<file path="src/rtl/fcf_pkg.sv">
// Package with the item types and fixed constants of the FIR convolution filter.
`timescale 1ns / 1ps

package fcf_pkg;

    // Field widths fixed by the item format.
    localparam int DATA_WIDTH  = 16;
    localparam int INDEX_WIDTH = 10;
    localparam int COUNT_WIDTH = 11;

    // Operation codes carried by an input request.
    localparam logic OP_SAMPLE = 1'b0;
    localparam logic OP_COEF   = 1'b1;

    // Input request: a sample to filter or a coefficient to load.
    typedef struct packed {
        logic                           opcode;
        logic signed [DATA_WIDTH-1:0]   sample_in;
        logic        [INDEX_WIDTH-1:0]  tap_index;
        logic signed [DATA_WIDTH-1:0]   coefficient;
    } in_item_t;

    // Result request: one filtered sample.
    typedef struct packed {
        logic signed [DATA_WIDTH-1:0]   sample_out;
        logic                           saturated;
    } out_item_t;

    // Control from the sequencer to the multiply-accumulate unit.
    typedef struct packed {
        logic start;
        logic data_valid;
    } mac_ctrl_t;

endpackage

</file>
<file path="src/rtl/fcf_mac.sv">
// Shared multiply-accumulate unit with rounding and saturation of the sum.
`timescale 1ns / 1ps

module fcf_mac #(
    parameter int ACC_W = 43
) (
    input  logic                                  aclk,
    input  logic                                  aresetn,
    input  fcf_pkg::mac_ctrl_t                    ctrl,
    input  logic signed [fcf_pkg::DATA_WIDTH-1:0] weight,
    input  logic signed [fcf_pkg::DATA_WIDTH-1:0] sample,
    output logic                                  busy,
    output fcf_pkg::out_item_t                    result
);
    import fcf_pkg::*;

    localparam int PROD_W = 2 * DATA_WIDTH;
    localparam logic signed [ACC_W-1:0] RND_BIAS =
        {{(ACC_W-1){1'b0}}, 1'b1} << (DATA_WIDTH - 2);
    localparam logic signed [ACC_W-1:0] SAT_HI =
        {{(ACC_W-DATA_WIDTH+1){1'b0}}, {(DATA_WIDTH-1){1'b1}}};
    localparam logic signed [ACC_W-1:0] SAT_LO = ~SAT_HI;

    logic signed [PROD_W-1:0] prod_reg;
    logic                     prod_vld_reg;
    logic signed [ACC_W-1:0]  acc_reg;
    logic signed [ACC_W-1:0]  acc_next;
    logic signed [ACC_W-1:0]  rnd;
    logic signed [ACC_W-1:0]  shifted;

    // Product register between the multiplier and the accumulator.
    always_ff @(posedge aclk) begin
        if (!aresetn) begin
            prod_vld_reg <= 1'b0;
        end else begin
            prod_vld_reg <= ctrl.data_valid;
        end
        if (ctrl.data_valid) begin
            prod_reg <= weight * sample;
        end
    end

    // Accumulator, cleared when a new sample starts.
    always_comb begin
        acc_next = acc_reg;
        if (ctrl.start) begin
            acc_next = '0;
        end else if (prod_vld_reg) begin
            acc_next = acc_reg + ACC_W'(prod_reg);
        end
    end

    always_ff @(posedge aclk) begin
        acc_reg <= acc_next;
    end

    // Round half up, drop the fraction bits and clip to the sample range.
    always_comb begin
        rnd     = acc_reg + RND_BIAS;
        shifted = rnd >>> (DATA_WIDTH - 1);
        if (shifted > SAT_HI) begin
            result.sample_out = SAT_HI[DATA_WIDTH-1:0];
            result.saturated  = 1'b1;
        end else if (shifted < SAT_LO) begin
            result.sample_out = SAT_LO[DATA_WIDTH-1:0];
            result.saturated  = 1'b1;
        end else begin
            result.sample_out = shifted[DATA_WIDTH-1:0];
            result.saturated  = 1'b0;
        end
    end

    assign busy = prod_vld_reg;

endmodule

</file>
<file path="config.mk">
export PLATFORM = sky130hd
export DESIGN_NAME = fcf_mac
export DESIGN_NICKNAME = d
export VERILOG_FILES = /design/src/rtl/fcf_pkg.sv /design/src/rtl/fcf_mac.sv
export SDC_FILE = /design/constraint.sdc
export NUM_CORES = 1
export LEC_CHECK = 0
export ABC_CLOCK_PERIOD_IN_PS = 9600
export BUFFER_PORTS_ARGS = -buffer_cell sky130_fd_sc_hd__buf_4
export CAP_MARGIN = 30
export CORE_ASPECT_RATIO = 0.6
export CORE_UTILIZATION = 45
export DETAILED_ROUTE_END_ITERATION = 10
export GPL_TIMING_DRIVEN = 0
export PLACE_DENSITY = 0.71
export SYNTH_ARGS = -nofsm -noshare
export SYNTH_HDL_FRONTEND = slang
export SYNTH_SLANG_ARGS = --single-unit
</file>
<file path="constraint.sdc">
create_clock -name aclk -period 9.6 [get_ports aclk]
set_input_delay 0.96 -clock aclk [delete_from_list [all_inputs] [get_ports aclk]]
set_output_delay 0.96 -clock aclk [all_outputs]
set_load 0.01 [all_outputs]
</file>
==> metrics.cfg <==
[clocking]
cts_made_buffers=9
cts_sinks=76
cts_tree=yes
ctsHtreeMaxLevel=3
clk_latency_ps=340
clock-root-buffer=clkbuf_16
ctsHoldBuffers=0
postCtsSetupBuffers=0
cts_resized=0
clockBufferDepth=2
clk_pin_slew_ps=60

[detailed_routing]
top_layer_used=met4
ant_nets=0
wl_per_cell_um=17.3
wirelength_met1_um=18200
routed_wl_um=38900
vias=11965
wl_met3_um=3840
first_pass_iters=5
first_iter_violations=874
drc=0
via_per_inst=5.33
met2_length_um=16400

[die]
core_area_mm2=0.0336
initial_core_util_pct=45.7
ios=54
rows=52
die_area_mm2=0.0349
die_w_um=241
dieHeight_um=145

[worst_setup_path]
startpoint=weight[9]
r2r_end=acc_reg[35]$_SDFFE_PP0P_
r2r_start=acc_reg[17]$_SDFFE_PP0P_
crit_family=adder cells
required_ps=9680
cp_max_fo=10
worst_path_most_repeated_cell=fa_1
worst_setup_path_start_kind=primary input
r2r_cells=11
slowest_stage=clkbuf_1
cp_num_buf_inv=5
crit_type=primary input to flop
critPathMaxStageDelay_ps=600
cp.arrival_ps=7960
path_depth=23
end_kind=flop
r2r_setup_slack_ps=6130
path_cells=buf_4 > clkbuf_1 > nand2_1 > fa_1 > fa_1 > fa_1 > inv_1 > fa_1 > fa_1 > inv_1 > fa_1 > inv_1 > ha_1 > a211o_1 > nor4_1 > o21a_1 > o41ai_1 > a221oi_1 > o21ai_0 > o41ai_2 > o21ai_0 > a21oi_1 > xnor2_1
critPathCapture=prod_reg[31]$_DFFE_PP_

[sta]
fin_skew_ps=7.09
hold_viol=0
final-max-slew-violation-count=0
layout_min_cycle_time_ps=7880
fin_tns_setup_ps=0
clock.fmax_mhz=127
hold_ws_ps=480
setup_viol=0
fin_crit_sh_pct=82.1
worst_slew_pin_slew_ps=886
rsz0062_at_grt=false
max_slew_margin_pct=40.2

[synthesis]
yosys.area.top_type=fa_1
syn_avg_cell_area_um2=8.95
synth.most_common_cell=inv_1
ys_warn_count=0
synthArstFlopShare_pct=0
yosys-top-cells-area=fa_1, ha_1, inv_1, edfxtp_1, dfxtp_1
yosysSeqAreaShare_pct=12.0
synth_edf_count=32
synth_fp_nets=2142
syn_area_mm2=0.0154
yosysTopAreaCellShare_pct=34.2
syn_inst=1718
synth_common_cells=inv_1, fa_1, nand2_1, and2_1, ha_1
synth_seq_cells=76
yosysUniqueCellTypes=77
synth_flop_cell=dfxtp_1

[placed_design]
dpl_cell_area_mm2=0.0163
port_buffers=53
dp_cells=2230
hpwl_um=33400
place_congestion=0.982

[global_route]
grt_pass1_vias=12352
grt_pass1_wl_um=65300
grt_antenna_before_repair=1
grtUsageTotal_pct=24.0
gr-total-overflow=0
grt_max_degree=34

[status]
status=completed

[layout]
area_growth_pct=8.38
stdcell_count=2246
antenna-diode-count=0
largest_reg_flops=43
design_area_mm2=0.0167
fillers=3137
nNetsFinal=2206
drive_gt1_share_pct=5.99

[min_path]
hold_depth=2
holdCritPathClass=flop to flop

[job]
max_cap_viol_count=0

tightest hold or removal path, delay by kind of cell, from the launching register on:
kind | cells | cell delay (ps)
flops | 1 | 310
simple gates | 1 | 60
compound gates | 1 | 60
logic make-up (layout without fill, tap and decap cells):
group,Yosys count,in the layout,synth area share (%)
compound gates,228,228,10.4
xor+xnor,85,85,4.84
fa+ha+maj,388,388,44.4
buf+inv,404,473,10.0
flops,76,76,12.0
mux,24,24,1.56
simple gates,513,513,16.8
through the flow:
stage | worst slack (ps) | utilization, %
after floorplan | 2650 | -
after global placement | 1410 | 48.6
after detailed placement | 1420 | 48.6
after CTS | 1760 | 49.5
after global routing | 1280 | 49.5
final | 1720 | 49.5
layer usage:
layer,vias to the layer above,track usage [%]
li1,5558,-
met1,5923,35.6
met2,443,34.9
met3,41,7.10
met4,0,3.76
met5,-,0
worst min path at each step:
stage / from / to / slack [ps]
finish: acc_reg[10]$_SDFFE_PP0P_ / acc_reg[10]$_SDFFE_PP0P_ / 480
CTS: acc_reg[10]$_SDFFE_PP0P_ / acc_reg[10]$_SDFFE_PP0P_ / 480
global route: acc_reg[10]$_SDFFE_PP0P_ / acc_reg[10]$_SDFFE_PP0P_ / 500
floorplan: acc_reg[10]$_SDFFE_PP0P_ / acc_reg[10]$_SDFFE_PP0P_ / 440
detailed placement: acc_reg[10]$_SDFFE_PP0P_ / acc_reg[10]$_SDFFE_PP0P_ / 480
global placement: acc_reg[10]$_SDFFE_PP0P_ / acc_reg[10]$_SDFFE_PP0P_ / 460
cell type report:
type | count | area [um^2] | area share (%)
Tap cell | 459 | 574 | 3.45
Inverter | 352 | 1320 | 7.93
Buffer | 52 | 219 | 1.31
Clock buffer | 9 | 225 | 1.35
Sequential cell | 76 | 1840 | 11.1
Timing Repair Buffer | 53 | 398 | 2.39
Multi-Input combinational cell | 1238 | 12000 | 72.0
Clock inverter | 7 | 91.3 | 0.548
layout by cell type (no fill, tap or decap), types with 9 or more instances in the layout:
cell       count
xor2_1        37
buf_4         55
fa_1         263
ha_1         125
a21o_1        30
clkbuf_1      42
o21a_1        11
and2_1       131
a211oi_1      13
dfxtp_1       44
nand3_1       30
nor3_1        19
a21oi_1       60
xnor2_1       48
mux2i_1       24
o21ai_2       10
nand4_1       12
edfxtp_1      32
o21ai_0       36
nor2_1        91
and3_1        12
inv_1        350
nand2_1      165
clkbuf_16      9
Power is left out: the tool's default activity adds up to more than one toggle a clock period on the data nets, which glitch-free logic cannot reach.
